$ cat config.mk
export PLATFORM = sky130hd
export DESIGN_NAME = i2c_bit_level_master
export DESIGN_NICKNAME = d
export VERILOG_FILES = /design/src/i2cbm_pkg.sv /design/src/i2c_bit_level_master.sv /design/src/i2cbm_front.sv /design/src/i2cbm_engine.sv
export SDC_FILE = /design/constraint.sdc
export NUM_CORES = 1
export LEC_CHECK = 0
export BUFFER_PORTS_ARGS = -buffer_cell sky130_fd_sc_hd__buf_2
export CAP_MARGIN = 20
export CORE_ASPECT_RATIO = 1.4
export CORE_MARGIN = 4
export CORE_UTILIZATION = 55
export CTS_BUF_LIST = sky130_fd_sc_hd__clkbuf_4
export DETAILED_ROUTE_END_ITERATION = 6
export HOLD_SLACK_MARGIN = 0.03
export PLACE_DENSITY_LB_ADDON = 0.08
export SLEW_MARGIN = 5
export SYNTH_ARGS = -nofsm -noshare
export SYNTH_HDL_FRONTEND = slang
export SYNTH_HIERARCHICAL = 1
export SYNTH_SLANG_ARGS = --single-unit
export TNS_END_PERCENT = 50
$ cat constraint.sdc
create_clock -name clk -period 4.21 [get_ports clk]
set_clock_uncertainty 0.2 [all_clocks]
set_input_delay 0.6315 -clock clk [delete_from_list [all_inputs] [get_ports clk]]
set_output_delay 0.6315 -clock clk [all_outputs]
set_load 0.1 [all_outputs]
$ cat src/i2cbm_pkg.sv
// ----------------------------------------------------------------------------
// i2cbm_pkg
// Shared types and constants of the I2C bit-level master: command codes,
// item classes and the word passed from the front end to the bit engine.
// ----------------------------------------------------------------------------
package i2cbm_pkg;

  // Raw kind codes on the input channel.
  localparam logic [2:0] KIND_TICK    = 3'd0;
  localparam logic [2:0] KIND_START   = 3'd1;
  localparam logic [2:0] KIND_WRITE   = 3'd3;
  localparam logic [2:0] KIND_READ    = 3'd4;
  localparam logic [2:0] KIND_ACK     = 3'd5;
  localparam logic [2:0] KIND_WAITACK = 3'd6;

  // Bus command held by the engine while a sequence runs.
  typedef enum logic [2:0] {
    CMD_IDLE    = 3'd0,
    CMD_START   = 3'd1,
    CMD_STOP    = 3'd2,
    CMD_WRITE   = 3'd3,
    CMD_READ    = 3'd4,
    CMD_ACK     = 3'd5,
    CMD_WAITACK = 3'd6
  } cmd_t;

  typedef enum logic [1:0] {
    ITEM_TICK = 2'd0,
    ITEM_CMD  = 2'd1,
    ITEM_NOP  = 2'd2
  } item_kind_t;

  // Classified word waiting in the queue.
  typedef struct packed {
    item_kind_t  kind;
    cmd_t        cmd;
    logic        load_shift;
    logic [7:0]  shift_val;
    logic        sda;
  } item_t;

  // Result word held in the output register.
  typedef struct packed {
    logic        scl_level;
    logic        sda_level;
    logic        busy_res;
    logic        done_res;
    logic        rejected;
    logic [7:0]  read_data;
    logic        nack;
  } result_t;

  localparam int unsigned QUEUE_DEPTH_DEF   = 4;
  localparam int unsigned CFG_ADDR_W        = 3;
  localparam logic        REG_HALF_PERIOD   = 1'b0;
  localparam logic [15:0] HALF_PERIOD_RESET = 16'd5;
  localparam logic [4:0]  LAST_BYTE_SEG     = 5'd17;

endpackage

$ cat src/i2c_bit_level_master.sv
// ----------------------------------------------------------------------------
// i2c_bit_level_master
// Open-drain I2C master bit engine with an APB-style register for the delay.
// ----------------------------------------------------------------------------
// Every input word (a tick carrying the sampled SDA level, a start, stop,
// write byte, read byte, send ack or wait ack command, or an unused kind)
// returns exactly one result word with the SCL/SDA drive levels and status
// after that word. The block takes one word per clock while the input queue
// is not full and the output register is not stalled; a result passes
// through the input queue and then the output register. Each protocol delay
// lasts half_period ticks (zero acts as one); half_period sits at byte
// address 0 and should be written only while no command is running.
module i2c_bit_level_master #(
  parameter int unsigned QUEUE_DEPTH = i2cbm_pkg::QUEUE_DEPTH_DEF
) (
  input  logic                              clk,
  input  logic                              rst_n,
  input  logic                              in_valid,
  output logic                              in_stall,
  input  logic [2:0]                        in_kind,
  input  logic [7:0]                        in_byte_value,
  input  logic                              in_ack_level,
  input  logic                              in_sda_sample,
  output logic                              out_valid,
  input  logic                              out_stall,
  output logic                              out_scl_level,
  output logic                              out_sda_level,
  output logic                              out_busy_res,
  output logic                              out_done_res,
  output logic                              out_rejected,
  output logic [7:0]                        out_read_data,
  output logic                              out_nack,
  input  logic                              psel,
  input  logic                              penable,
  input  logic                              pwrite,
  input  logic [i2cbm_pkg::CFG_ADDR_W-1:0]  paddr,
  input  logic [31:0]                       pwdata,
  output logic [31:0]                       prdata,
  output logic                              pready
);

  logic [15:0]        half_period_r;
  logic               reg_sel;
  logic               head_valid;
  i2cbm_pkg::item_t   head;
  logic               pop;
  i2cbm_pkg::result_t result;

  // The register index is the word address.
  assign reg_sel = (paddr[i2cbm_pkg::CFG_ADDR_W-1] == i2cbm_pkg::REG_HALF_PERIOD);
  assign pready  = 1'b1;
  assign prdata  = reg_sel ? {16'd0, half_period_r} : 32'd0;

  always_ff @(posedge clk) begin
    if (!rst_n) begin
      half_period_r <= i2cbm_pkg::HALF_PERIOD_RESET;
    end else if (psel && penable && pwrite && reg_sel) begin
      half_period_r <= pwdata[15:0];
    end
  end

  i2cbm_front #(
    .QUEUE_DEPTH (QUEUE_DEPTH)
  ) u_front (
    .clk           (clk),
    .rst_n         (rst_n),
    .in_valid      (in_valid),
    .in_stall      (in_stall),
    .in_kind       (in_kind),
    .in_byte_value (in_byte_value),
    .in_ack_level  (in_ack_level),
    .in_sda_sample (in_sda_sample),
    .head_valid    (head_valid),
    .head          (head),
    .pop           (pop)
  );

  i2cbm_engine u_engine (
    .clk         (clk),
    .rst_n       (rst_n),
    .half_period (half_period_r),
    .head_valid  (head_valid),
    .head        (head),
    .pop         (pop),
    .out_valid   (out_valid),
    .out_stall   (out_stall),
    .result      (result)
  );

  assign out_scl_level = result.scl_level;
  assign out_sda_level = result.sda_level;
  assign out_busy_res  = result.busy_res;
  assign out_done_res  = result.done_res;
  assign out_rejected  = result.rejected;
  assign out_read_data = result.read_data;
  assign out_nack      = result.nack;

endmodule

$ cat src/i2cbm_front.sv
// ----------------------------------------------------------------------------
// i2cbm_front
// Accepts input words, sorts them into ticks, commands and no-ops, prepares
// the shift value of a command and keeps them in a short queue.
// ----------------------------------------------------------------------------
module i2cbm_front #(
  parameter int unsigned QUEUE_DEPTH = i2cbm_pkg::QUEUE_DEPTH_DEF
) (
  input  logic              clk,
  input  logic              rst_n,
  input  logic              in_valid,
  output logic              in_stall,
  input  logic [2:0]        in_kind,
  input  logic [7:0]        in_byte_value,
  input  logic              in_ack_level,
  input  logic              in_sda_sample,
  output logic              head_valid,
  output i2cbm_pkg::item_t  head,
  input  logic              pop
);

  localparam int unsigned PTR_W = (QUEUE_DEPTH > 1) ? $clog2(QUEUE_DEPTH) : 1;
  localparam int unsigned CNT_W = $clog2(QUEUE_DEPTH + 1);

  i2cbm_pkg::item_t q_r [QUEUE_DEPTH];
  logic [PTR_W-1:0] wr_ptr_r, wr_ptr_nxt;
  logic [PTR_W-1:0] rd_ptr_r, rd_ptr_nxt;
  logic [CNT_W-1:0] count_r, count_nxt;
  i2cbm_pkg::item_t cls;
  logic             push;

  always_comb begin
    cls            = '0;
    cls.kind       = i2cbm_pkg::ITEM_NOP;
    cls.cmd        = i2cbm_pkg::CMD_IDLE;
    cls.sda        = in_sda_sample;
    if (in_kind == i2cbm_pkg::KIND_TICK) begin
      cls.kind = i2cbm_pkg::ITEM_TICK;
    end else if (in_kind inside {[i2cbm_pkg::KIND_START:i2cbm_pkg::KIND_WAITACK]}) begin
      cls.kind = i2cbm_pkg::ITEM_CMD;
      cls.cmd  = i2cbm_pkg::cmd_t'(in_kind);
    end
    case (in_kind)
      i2cbm_pkg::KIND_WRITE: begin
        cls.load_shift = 1'b1;
        cls.shift_val  = in_byte_value;
      end
      i2cbm_pkg::KIND_ACK: begin
        cls.load_shift = 1'b1;
        cls.shift_val  = {7'd0, in_ack_level};
      end
      i2cbm_pkg::KIND_READ: begin
        cls.load_shift = 1'b1;
        cls.shift_val  = 8'd0;
      end
      default: begin
        cls.load_shift = 1'b0;
      end
    endcase
  end

  assign in_stall   = (count_r == CNT_W'(QUEUE_DEPTH));
  assign push       = in_valid && !in_stall;
  assign head_valid = (count_r != '0);
  assign head       = q_r[rd_ptr_r];

  always_comb begin
    wr_ptr_nxt = wr_ptr_r;
    rd_ptr_nxt = rd_ptr_r;
    count_nxt  = count_r;
    if (push) begin
      wr_ptr_nxt = (wr_ptr_r == PTR_W'(QUEUE_DEPTH - 1)) ? '0 : wr_ptr_r + PTR_W'(1);
    end
    if (pop) begin
      rd_ptr_nxt = (rd_ptr_r == PTR_W'(QUEUE_DEPTH - 1)) ? '0 : rd_ptr_r + PTR_W'(1);
    end
    if (push && !pop) begin
      count_nxt = count_r + CNT_W'(1);
    end else if (pop && !push) begin
      count_nxt = count_r - CNT_W'(1);
    end
  end

  always_ff @(posedge clk) begin
    if (!rst_n) begin
      wr_ptr_r <= '0;
      rd_ptr_r <= '0;
      count_r  <= '0;
    end else begin
      wr_ptr_r <= wr_ptr_nxt;
      rd_ptr_r <= rd_ptr_nxt;
      count_r  <= count_nxt;
    end
  end

  always_ff @(posedge clk) begin
    if (push) begin
      q_r[wr_ptr_r] <= cls;
    end
  end

endmodule

$ cat src/i2cbm_engine.sv
// ----------------------------------------------------------------------------
// i2cbm_engine
// Bit engine: takes one queued word per cycle unless the output stalls, steps
// the SCL/SDA sequence of the running command and registers the result word.
// ----------------------------------------------------------------------------
module i2cbm_engine (
  input  logic                clk,
  input  logic                rst_n,
  input  logic [15:0]         half_period,
  input  logic                head_valid,
  input  i2cbm_pkg::item_t    head,
  output logic                pop,
  output logic                out_valid,
  input  logic                out_stall,
  output i2cbm_pkg::result_t  result
);

  i2cbm_pkg::cmd_t    cmd_r, cmd_nxt;
  logic [4:0]         step_r, step_nxt;
  logic [15:0]        timer_r, timer_nxt;
  logic [7:0]         shift_r, shift_nxt;
  logic               scl_r, scl_nxt;
  logic               sda_r, sda_nxt;
  logic               nack_r, nack_nxt;
  logic [7:0]         read_r, read_nxt;
  logic               out_valid_r;
  i2cbm_pkg::result_t out_r;

  logic               fire;
  logic               busy;
  logic [15:0]        delay;
  logic [15:0]        timer_dec;
  logic               done;
  logic               rej;

  // Segment evaluation, shared by a new command (segment 0) and by a tick
  // that ends a delay (next segment of the running command).
  i2cbm_pkg::cmd_t    seg_cmd;
  logic [4:0]         seg_s;
  logic [7:0]         seg_shift_in;
  logic               seg_scl, seg_sda, seg_nack, seg_more;
  logic [7:0]         seg_shift, seg_read;

  assign fire      = head_valid && (!out_valid_r || !out_stall);
  assign pop       = fire;
  assign busy      = (cmd_r != i2cbm_pkg::CMD_IDLE);
  assign delay     = (half_period == 16'd0) ? 16'd1 : half_period;
  assign timer_dec = timer_r - 16'd1;

  always_comb begin
    if (head.kind == i2cbm_pkg::ITEM_CMD) begin
      seg_cmd      = head.cmd;
      seg_s        = 5'd0;
      seg_shift_in = head.load_shift ? head.shift_val : shift_r;
    end else begin
      seg_cmd      = cmd_r;
      seg_s        = step_r + 5'd1;
      seg_shift_in = shift_r;
    end
  end

  always_comb begin
    seg_scl   = scl_r;
    seg_sda   = sda_r;
    seg_nack  = nack_r;
    seg_read  = read_r;
    seg_shift = seg_shift_in;
    seg_more  = 1'b1;
    case (seg_cmd)
      i2cbm_pkg::CMD_START: begin
        if (seg_s == 5'd0) begin
          seg_sda = 1'b1;
          seg_scl = 1'b1;
        end else if (seg_s == 5'd1) begin
          seg_sda = 1'b0;
        end else begin
          seg_scl  = 1'b0;
          seg_more = 1'b0;
        end
      end
      i2cbm_pkg::CMD_STOP: begin
        if (seg_s == 5'd0) begin
          seg_sda = 1'b0;
          seg_scl = 1'b0;
        end else if (seg_s == 5'd1) begin
          seg_scl = 1'b1;
        end else begin
          seg_sda  = 1'b1;
          seg_more = 1'b0;
        end
      end
      i2cbm_pkg::CMD_WRITE: begin
        if (seg_s == 5'd0) begin
          seg_scl = 1'b0;
        end else if (seg_s >= i2cbm_pkg::LAST_BYTE_SEG) begin
          seg_more = 1'b0;
        end else if (seg_s[0]) begin
          seg_sda   = seg_shift_in[7];
          seg_shift = {seg_shift_in[6:0], 1'b0};
          seg_scl   = 1'b1;
        end else begin
          seg_scl = 1'b0;
        end
      end
      i2cbm_pkg::CMD_READ: begin
        if (seg_s == 5'd0) begin
          seg_sda = 1'b1;
          seg_scl = 1'b0;
        end else if (seg_s >= i2cbm_pkg::LAST_BYTE_SEG) begin
          seg_read = seg_shift_in;
          seg_more = 1'b0;
        end else if (seg_s[0]) begin
          seg_scl = 1'b1;
        end else begin
          seg_shift = {seg_shift_in[6:0], head.sda};
          seg_scl   = 1'b0;
        end
      end
      i2cbm_pkg::CMD_ACK: begin
        if (seg_s == 5'd0) begin
          seg_scl = 1'b0;
        end else if (seg_s == 5'd1) begin
          seg_sda = seg_shift_in[0];
          seg_scl = 1'b1;
        end else begin
          seg_scl  = 1'b0;
          seg_more = 1'b0;
        end
      end
      i2cbm_pkg::CMD_WAITACK: begin
        if (seg_s == 5'd0) begin
          seg_sda = 1'b1;
          seg_scl = 1'b0;
        end else if (seg_s == 5'd1) begin
          seg_scl = 1'b1;
        end else begin
          seg_nack = head.sda;
          seg_scl  = 1'b0;
          seg_more = 1'b0;
        end
      end
      default: begin
        seg_more = 1'b0;
      end
    endcase
  end

  always_comb begin
    cmd_nxt   = cmd_r;
    step_nxt  = step_r;
    timer_nxt = timer_r;
    shift_nxt = shift_r;
    scl_nxt   = scl_r;
    sda_nxt   = sda_r;
    nack_nxt  = nack_r;
    read_nxt  = read_r;
    done      = 1'b0;
    rej       = 1'b0;
    if (fire) begin
      case (head.kind)
        i2cbm_pkg::ITEM_TICK: begin
          if (busy) begin
            timer_nxt = timer_dec;
            if (timer_dec == 16'd0) begin
              shift_nxt = seg_shift;
              scl_nxt   = seg_scl;
              sda_nxt   = seg_sda;
              nack_nxt  = seg_nack;
              read_nxt  = seg_read;
              if (seg_more) begin
                step_nxt  = seg_s;
                timer_nxt = delay;
              end else begin
                cmd_nxt   = i2cbm_pkg::CMD_IDLE;
                step_nxt  = 5'd0;
                timer_nxt = 16'd0;
                done      = 1'b1;
              end
            end
          end
        end
        i2cbm_pkg::ITEM_CMD: begin
          if (busy) begin
            rej = 1'b1;
          end else begin
            cmd_nxt   = head.cmd;
            step_nxt  = 5'd0;
            timer_nxt = delay;
            shift_nxt = seg_shift;
            scl_nxt   = seg_scl;
            sda_nxt   = seg_sda;
            nack_nxt  = seg_nack;
            read_nxt  = seg_read;
          end
        end
        default: begin
        end
      endcase
    end
  end

  always_ff @(posedge clk) begin
    if (!rst_n) begin
      cmd_r       <= i2cbm_pkg::CMD_IDLE;
      step_r      <= 5'd0;
      timer_r     <= 16'd0;
      shift_r     <= 8'd0;
      scl_r       <= 1'b1;
      sda_r       <= 1'b1;
      nack_r      <= 1'b0;
      read_r      <= 8'd0;
      out_valid_r <= 1'b0;
    end else begin
      cmd_r   <= cmd_nxt;
      step_r  <= step_nxt;
      timer_r <= timer_nxt;
      shift_r <= shift_nxt;
      scl_r   <= scl_nxt;
      sda_r   <= sda_nxt;
      nack_r  <= nack_nxt;
      read_r  <= read_nxt;
      if (fire) begin
        out_valid_r <= 1'b1;
      end else if (!out_stall) begin
        out_valid_r <= 1'b0;
      end
    end
  end

  always_ff @(posedge clk) begin
    if (fire) begin
      out_r.scl_level <= scl_nxt;
      out_r.sda_level <= sda_nxt;
      out_r.busy_res  <= (cmd_nxt != i2cbm_pkg::CMD_IDLE);
      out_r.done_res  <= done;
      out_r.rejected  <= rej;
      out_r.read_data <= read_nxt;
      out_r.nack      <= nack_nxt;
    end
  end

  assign out_valid = out_valid_r;
  assign result    = out_r;

  // A running command always has a delay pending.
  a_timer_live: assert property (@(posedge clk) disable iff (!rst_n)
    busy |-> (timer_r != 16'd0))
    else $error("engine busy with an expired delay timer");

  // No sequence goes past the last bit of a byte transfer.
  a_step_range: assert property (@(posedge clk) disable iff (!rst_n)
    step_r <= i2cbm_pkg::LAST_BYTE_SEG)
    else $error("step index beyond the last byte segment");

  // A finished command leaves the engine idle.
  a_done_idle: assert property (@(posedge clk) disable iff (!rst_n)
    (out_valid_r && out_r.done_res) |-> !out_r.busy_res)
    else $error("done reported while still busy");

  // A rejected command can only have met a running one.
  a_rej_busy: assert property (@(posedge clk) disable iff (!rst_n)
    (out_valid_r && out_r.rejected) |-> out_r.busy_res)
    else $error("command rejected while idle");

endmodule

==> summary by stage, run 1 <==
Floorplan
The count of standard-cell rows is 50. The vertical die dimension is 148 um. The overall die width is 108 um.

The initial standard-cell utilization of the core is 56.7%. The floorplan step defined a die boundary enclosing 16000 um^2. The number of placed I/O pins is 104. The core region is 13600 um^2.

Logic synthesis
The register area share after synthesis is 46.8%. The number of different library cells used by synthesis comes to 73. Of all flip-flops after synthesis, the portion carrying an async set or reset was 0%. The library cell occupying the most area in the post-synthesis netlist is sky130_fd_sc_hd__edfxtp_1.

Yosys attributes the largest share of cell area to sky130_fd_sc_hd__edfxtp_1 29%, sky130_fd_sc_hd__dfxtp_1 18%, sky130_fd_sc_hd__mux2i_1 4.4%. The synthesized netlist devotes 1.25% of its cell area to XOR and XNOR gates. The count of mapped cells out of synthesis is 752. The total number of yosys warnings is 6. After Yosys synthesis, and, or, nand and nor cells account for between 10% and 20% of the synthesized area. Yosys instantiated no cell more often than sky130_fd_sc_hd__edfxtp_1.

The multiplexer share of the synthesized area is between 10% and 20%. The adder and majority gate portion of the synthesized area is 1.72%. The most used flip-flop cell after synthesis is sky130_fd_sc_hd__edfxtp_1. The count of flip-flops with a built-in enable after synthesis is 74. Counting instances in the post-synthesis netlist gives the leading cell types as 74 x sky130_fd_sc_hd__edfxtp_1, 69 x sky130_fd_sc_hd__dfxtp_1, 62 x sky130_fd_sc_hd__nand2_1, 44 x sky130_fd_sc_hd__nor2_1, 42 x sky130_fd_sc_hd__o21ai_0.

The area share of the largest cell type after synthesis is 28.9%. A synthesized cell averages 10.2 um^2. After synthesis the cells add up to 7700 um^2. The synthesized netlist devotes 14.8% of its cell area to compound gates.

The number of flip-flops and latches in the synthesized netlist is 143. The dominant combinational cell family by area after synthesis is simple AND/OR/NAND/NOR gates.

Clocking
The deepest clock path buffer count is 2. The CTS root buffer is sky130_fd_sc_hd__clkbuf_4. The count of H-tree levels built during CTS is 4. Clock tree synthesis found a total of 143 sinks.

The number of hold buffers added after CTS was 0. Once the clock tree was built, the setup fixing pass inserted 0 buffers. Clock latency on the worst-skew pair, taken at its later pin, is 0.55 ns.

The CTS tree is done. TritonCTS created 17 clock buffers. The post-cts sizing count is 0. The clock transition at the registers of the reported paths is approximately 0.15 ns.

Timing
Setup repair after global routing left no endpoint under its margin. The count of pins over their slew limit is 0. In the final timing run, aggregate negative setup slack is 0 ns. The number of endpoints with negative hold slack in the final report was 0. After layout, the minimum clock period comes to around 3.7 ns. Based on the critical path, the design can be clocked at up to 269 MHz. The final critical-path share of the clock period is 88.2%. The number of setup violations in the final report is 0. The worst slew margin relative to its limit is 29.8%. The actual transition at the worst max-transition pin is between 1 and 1.5 ns.

Final layout
The relative area change from synthesis to final layout is 10.4%. The finished layout holds 1006 standard cells, fillers aside. The fill cell total of the finished layout is 1142. The net count reported at finish is 875. In the final layout, the share of cells above drive strength 1 is 20.2%.

Placed design
After detailed placement, the design holds a cell count of 973. The final RePlAce weighted congestion is 0.928. The total half-perimeter wirelength after legalization and detailed placement is 12700 um.

The number of I/O port buffers is 68.

Critical path
In this design, the stage delay of the slowest critical-path cell is just under 0.8 ns. The maximum fanout along the worst path is 10. The category of the most critical setup path is reg -> reg. The signal arrival time at the worst endpoint is 3.90 ns.

The worst setup path is captured at a flop. Traced cell by cell, the critical path runs through mux4_1 > nand2b_1 > a31oi_1 > o22ai_1 > a221oi_1 > buf_4 > nor4_1 > buf_4 > o21ai_0 > a21oi_1. The worst setup path is launched from a flop. The cell type with the highest occurrence count on the critical path is sky130_fd_sc_hd__buf_4. The buffering stage count on the worst path with inverters included is 2. For this design, the slowest cell found on the critical path is sky130_fd_sc_hd__mux4_1.

At the worst endpoint, the required time is 4.39 ns. Among cell families on the critical path, the largest total delay comes from compound AO/OA/AOI/OAI gates.

GRT
The most used routing layer in global routing is met2. The met3 demand-to-capacity share in global routing is 4.41%. The maximum number of pins on one net before global-route repair is 60.

The met2 track utilization from global routing is between 40% and 50%. Global routing finished with a remaining overflow of 0. The initial antenna violation count came to 1. The total routing resource utilization after global routing is between 20% and 30%. The met1 usage in global routing is 29.9%. The number of global-route vias before repair is 5969. The first-pass GRT wire length is 29900 um.

Route
Wires add up to roughly 18000 um. The residual antenna-violating net count after detailed routing is 0. After the first detailed-routing iteration, the DRC count stood at 575. The detailed-routing iteration count for the pre-antenna-repair pass is 5. The number of remaining DRC errors is 0. The mean routed wirelength per cell is 18.2 um. Detailed routing inserted a total of 6097 vias. The ratio of routed vias to standard cells is 6.06.

Flow run
Across the run, the number of max-cap violations was 0.

Power
The maximum vdd drop is around 0.38 mV. The standby leakage power is around 3.2 nW. The power per cell area is 808 nW/um^2.

Worst hold path
The type of the most critical hold path is in -> reg.

Run status
The flow ran to the end, and the final reports show no timing, DRC or antenna violations.
-- through the flow --
stage / util [%] / worst slack (ns) / instance area (um^2) / power, W / hold slack, ns
after CTS: 62.6 / 0.510 / 8500 / 0.00687 / 0.0458
after global placement: 59.9 / 0.598 / 8130 / 0.00569 / 0.241
after detailed placement: 59.9 / 0.574 / 8130 / 0.00577 / 0.274
final: 62.6 / 0.497 / 8500 / 0.00687 / 0.0967
after global routing: 62.6 / 0.235 / 8500 / 0.00731 / 0.0403
after floorplan: - / 0.488 / 7760 / 0.00491 / 0.235
-- final cells by class --
class,instances,area (um^2),share of cell area (%)
multi-input combinational,543,3730,43.9
inverter,13,48.8,0.574
sequential,143,3600,42.4
timing repair buffer,92,520,6.12
antenna,1,2.50,0.0294
clock inverter,15,239,2.81
clock buffer,17,128,1.50
tap,182,228,2.68
-- final timing paths --
path	start	end	slack, ns	cells past startpoint
worst max-delay path	flop	u_engine/timer_r[3]	0.50	10
worst min-delay path	in_sda_sample	u_front/q_r[1][0]	0.1	1
worst max register to register	flop	u_engine/timer_r[3]	0.50	10
worst min register to register	u_engine/read_r[6]	u_engine/read_r[6]	0.29	2
-- power by group --
group / total, W / switching [W] / internal, W / leakage, nW
Sequential: 0.00196 / 0.000215 / 0.00174 / 1.24
Clock: 0.00109 / 0.000579 / 0.000507 / 0.196
Combinational: 0.00383 / 0.00254 / 0.00129 / 1.75
Total: 0.00687 / 0.00334 / 0.00354 / 3.19
-- routing by layer --
layer | vias up | share of wire (%)
li1 | 2925 | -
met1 | 2937 | 41
met2 | 206 | 52
met3 | 29 | 5.5
met4 | 0 | 2.1
met5 | - | 0
-- flip-flops by register name (all words and copies together) (netlist names), named ones only --
| register | count |
|---|---|
| u_engine/read_r | 8 |
| u_engine/shift_r | 8 |
| half_period_r | 16 |
| u_engine/nack_r | 1 |
| u_engine/out_valid | 1 |
| u_engine/cmd_r | 3 |
| u_engine/step_r | 5 |
| u_front/rd_ptr_r | 2 |
| u_front/wr_ptr_r | 2 |
| u_engine/scl_r | 1 |
| u_engine/timer_r | 16 |
| u_front/count_r | 3 |
| u_front/q_r | 60 |
| u_engine/sda_r | 1 |
| u_engine/result | 14 |
-- worst reg2reg max path: cells and delay by family, from the launching register on --
family | cells | cell delay, ns
AOI/OAI and AO/OA | 5 | 1.28
muxes | 1 | 0.79
and+or+nand+nor | 2 | 0.45
DFF | 1 | 0.43
buffers and inverters | 2 | 0.42
-- cells by family after synthesis --
group,Yosys count
XOR/XNOR,11
buffers and inverters,81
flip-flops,143
other,2
adder cells (fa/ha/maj),10
multiplexers,62
AO/OA/AOI/OAI,178
AND/OR/NAND/NOR,265
-- cells in the final DEF, fill, tap and decap left out, types with 9 or more instances in the layout --
cell type	instances
sky130_fd_sc_hd__edfxtp_1	74
sky130_fd_sc_hd__dfxtp_1	69
sky130_fd_sc_hd__buf_2	68
sky130_fd_sc_hd__nand2_1	62
sky130_fd_sc_hd__nor2_1	44
sky130_fd_sc_hd__o21ai_0	42
sky130_fd_sc_hd__a21oi_1	39
sky130_fd_sc_hd__mux2i_1	34
sky130_fd_sc_hd__nor2b_1	25
sky130_fd_sc_hd__a31oi_1	25
sky130_fd_sc_hd__buf_4	24
sky130_fd_sc_hd__nand3_1	18
sky130_fd_sc_hd__conb_1	17
sky130_fd_sc_hd__clkbuf_4	17
sky130_fd_sc_hd__nor3_1	17
sky130_fd_sc_hd__and2_1	15
sky130_fd_sc_hd__inv_1	13
sky130_fd_sc_hd__mux2_2	13
sky130_fd_sc_hd__nor4_1	13
sky130_fd_sc_hd__o22ai_1	12
sky130_fd_sc_hd__or3_1	10
sky130_fd_sc_hd__mux4_2	10
sky130_fd_sc_hd__ha_1	9
(Power assumes the default switching activity.)
==> run 2, diff against run 1 <==
--- a/config.mk
+++ b/config.mk
@@ -5,13 +5,14 @@
 export SDC_FILE = /design/constraint.sdc
 export NUM_CORES = 1
 export LEC_CHECK = 0
-export BUFFER_PORTS_ARGS = -buffer_cell sky130_fd_sc_hd__buf_2
+export BUFFER_PORTS_ARGS = -buffer_cell sky130_fd_sc_hd__buf_4
 export CAP_MARGIN = 20
 export CORE_ASPECT_RATIO = 1.4
 export CORE_MARGIN = 4
-export CORE_UTILIZATION = 55
+export CORE_UTILIZATION = 49
 export CTS_BUF_LIST = sky130_fd_sc_hd__clkbuf_4
 export DETAILED_ROUTE_END_ITERATION = 6
+export GPL_ROUTABILITY_DRIVEN = 0
 export HOLD_SLACK_MARGIN = 0.03
 export PLACE_DENSITY_LB_ADDON = 0.08
 export SLEW_MARGIN = 5
==> run 2 against run 1 <==
  * Clock power fell by 15%
  * Highest routed layer unchanged
  * Die area grew 11%
  * Register-to-register slack gained 0.02 ns
  * Count of clock-buffer cells in the layout did not move
  * The flow now finishes with violations (design-rule violations)
  * Critical endpoint is now u_engine/read_r[5]
==> summary by stage, run 2 (same netlist as run 1, synthesis figures left out) <==
Run status
The run finished, with violations left. The final reports fail on design-rule violations.

GRT
The initial antenna violation count is 1. For this run, the total global-route usage over all layers was measured as 21.2%. The total global routing overflow is 0. The first global-routing pass estimated 30100 um of wire. The maximum number of pins on one net before global-route repair is 61. The number of global-route vias before repair is 5868.

Critical path
Data arrives at the worst endpoint at 3.95 ns. Walking the worst path, the cells encountered are inv_1 > ha_1 > or4b_1 > o21a_1 > nor4_2 > nand3b_1 > buf_4 > o31ai_2 > buf_4 > a31oi_1 > a311oi_1. The startpoint of the lowest-slack register-to-register path is u_engine/timer_r[1].

The master of the slowest instance on the critical path is sky130_fd_sc_hd__or4b_1. STA classifies the critical path startpoint as a flop. STA puts the critical path data required time at 4.47 ns. The maximum fanout along the worst path is 20. On the worst path, the slowest cell contributes a delay of 0.61 ns. The critical path is of the reg -> reg type. The worst-case reg-to-reg path depth is 11. Among the stages of the critical path, the cell type that occurs most often is sky130_fd_sc_hd__buf_4. The endpoint of the worst register-to-register path is u_engine/read_r[5]. The worst setup path is captured at a flop. The setup check on the worst reg-to-reg path leaves a slack of 0.52 ns.

Worst hold path
The hold-critical path endpoint is half_period_r[11]. Along the worst hold path, the cell count comes to 3. The type of the most critical hold path is in -> reg. The launch point of the worst hold path is pwdata[11].

Clocking
The later-pin clock latency in the skew report is 0.55 ns. Buffers inserted during clock tree synthesis total 17. The clock passes through at most 2 buffers. The number of clock sinks is 143. The clock tree synthesis step divided the H-tree into 4 levels.

In this run the post-CTS setup repair buffer count came out at 0. After clock tree synthesis, the clock-pin slew on the worst setup and hold paths is 0.14 ns. Clock tree synthesis selected as its root buffer the cell sky130_fd_sc_hd__clkbuf_4.

The CTS tree is done.

Timing
The count of pins over their slew limit was 0. Setup repair after global routing left no endpoint under its margin. Adding up every negative setup slack in the final design gives 0 ns. Hold timing on the final database bottoms out at a slack of about 0.12 ns. The final critical-path share of the clock period is 87.7%.

The number of endpoints with negative hold slack in the final report is 0. Based on the critical path, the design can be clocked at up to 271 MHz. After layout, the minimum clock period comes to 3.69 ns.

The number of setup violations in the final report is 0. In this run the tightest slew margin relative to its limit is about 29%. At the pin with the least slew margin, the transition time is 1.07 ns.

Final layout
For this run, the number of standard cells in the final layout without fillers is 1021. In the layout the commonest cells are 92 x sky130_fd_sc_hd__buf_4, 74 x sky130_fd_sc_hd__edfxtp_1, 69 x sky130_fd_sc_hd__dfxtp_1, 62 x sky130_fd_sc_hd__nand2_1, 44 x sky130_fd_sc_hd__nor2_1. The multi-input combinational cells in the finished layout cover a total of 3730 um^2. The library cell used most frequently in the layout, excluding fill and tap cells, is sky130_fd_sc_hd__buf_4. Summing all non-filler instances in the final layout gives an area of between 8000 and 9000 um^2. The number of flip-flops in the largest register is 60.

The net count reported at finish is 876. The largest registers in the layout are u_front/q_r: 60 flops, half_period_r: 16 flops, u_engine/timer_r: 16 flops. The fill cell total of the finished layout is around 1400.

More flip-flops sit in one register than any other, and that register is u_front/q_r. The relative area change from synthesis to final layout is 12.1%. The sequential cell area in the final layout is 3600 um^2. The fraction of layout instances using a drive strength above 1 is 20.0%.

Floorplan
The vertical die dimension is 156 um. Pin placement for this block handled 104 I/O pins. The floorplan has 54 rows. The floorplan step set the die width to 114 um. For this configuration, the core starts out at a cell density of 49.5%.

The area inside the core boundary is 15500 um^2. The die covers 17800 um^2.

Route
In this run, the number of DRC markers left after iteration 0 of detailed routing was 503. The detailed-routing iteration count for the pre-antenna-repair pass is 7. After detailed routing, the number of remaining DRC violations is 1.

After detailed routing, the average wire length per cell comes to 18.3 um. After detailed routing, the total wire length is 18600 um. The residual antenna-violating net count after detailed routing is 0.

The ratio of routed vias to standard cells is about 6.0. The vias after detailed routing is 6091.

Power
The maximum vdd drop is 0.385 mV. The standby leakage power is 3.20 nW. In this run the power density over the cells is between 700 and 800 nW/um^2.

Placed design
During placement, the flow inserted port buffers numbering a little under 70. The total placed cells including tap cells is 987. The total half-perimeter wirelength after legalization and detailed placement is 13000 um.

The area after detailed placement is 8320 um^2.

Flow run
The max-capacitance violation count is 0.
## run 2: repair_timing
action | 4_1_cts | 5_1_grt
hold buffers | 1 | 0
gates resized for setup | 0 | 0
hold endpoints to repair | 4 | 0
## run 2: critical path: cells and delay by family (launching register included)
family	cells	cell delay [ns]
compound gates	4	1.03
simple gates	3	0.96
fa+ha+maj	1	0.34
buf+inv	3	0.65
flops	1	0.43
## run 2: layout make-up
| class | instances | area share [%] |
|---|---|---|
| multi-input combinational | 543 | 43.2 |
| sequential | 143 | 41.7 |
| timing repair buffer | 93 | 8.12 |
| tap | 196 | 2.84 |
| clock inverter | 15 | 2.01 |
| clock buffer | 17 | 1.48 |
| inverter | 13 | 0.565 |
| antenna | 1 | 0.0290 |
## run 2: worst max-delay path by stage
| stage | startpoint | to | slack [ns] | depth (start not counted) |
|---|---|---|---|---|
| floorplan | u_engine/out_valid | u_engine/result[1] | 0.49 | 6 |
| finish | u_engine/timer_r[1] | u_engine/read_r[5] | 0.52 | 11 |
| detailed placement | u_engine/timer_r[1] | u_engine/read_r[5] | 0.54 | 11 |
| global route | u_engine/timer_r[1] | u_engine/result[12] | 0.27 | 9 |
| CTS | u_engine/timer_r[1] | u_engine/read_r[5] | 0.51 | 11 |
| global placement | u_engine/timer_r[1] | u_engine/result[12] | 0.57 | 9 |
## run 2: power by group
group          switching [W]  internal [W]  leakage, nW
clock network       0.000553      0.000373        0.157
logic                0.00254       0.00136         1.80
registers           0.000220       0.00174         1.24
total                0.00331       0.00347         3.20
## run 2: per-stage QoR
step                      setup WS (ns)  util [%]  total power (W)
after CTS                         0.515      55.5          0.00678
after global routing              0.269      55.6          0.00724
after global placement            0.568      53.5          0.00578
after detailed placement          0.544      53.5          0.00584
final                             0.518      55.6          0.00679
after floorplan                   0.488         -          0.00491
## run 2: metal layers
metal	GRT usage [%]	up-vias	part of all wire, %
li1	-	2926	-
met1	26.0	2927	40
met2	36.9	212	52
met3	3.98	26	5.5
met4	8.15	0	2.0
met5	0	-	0
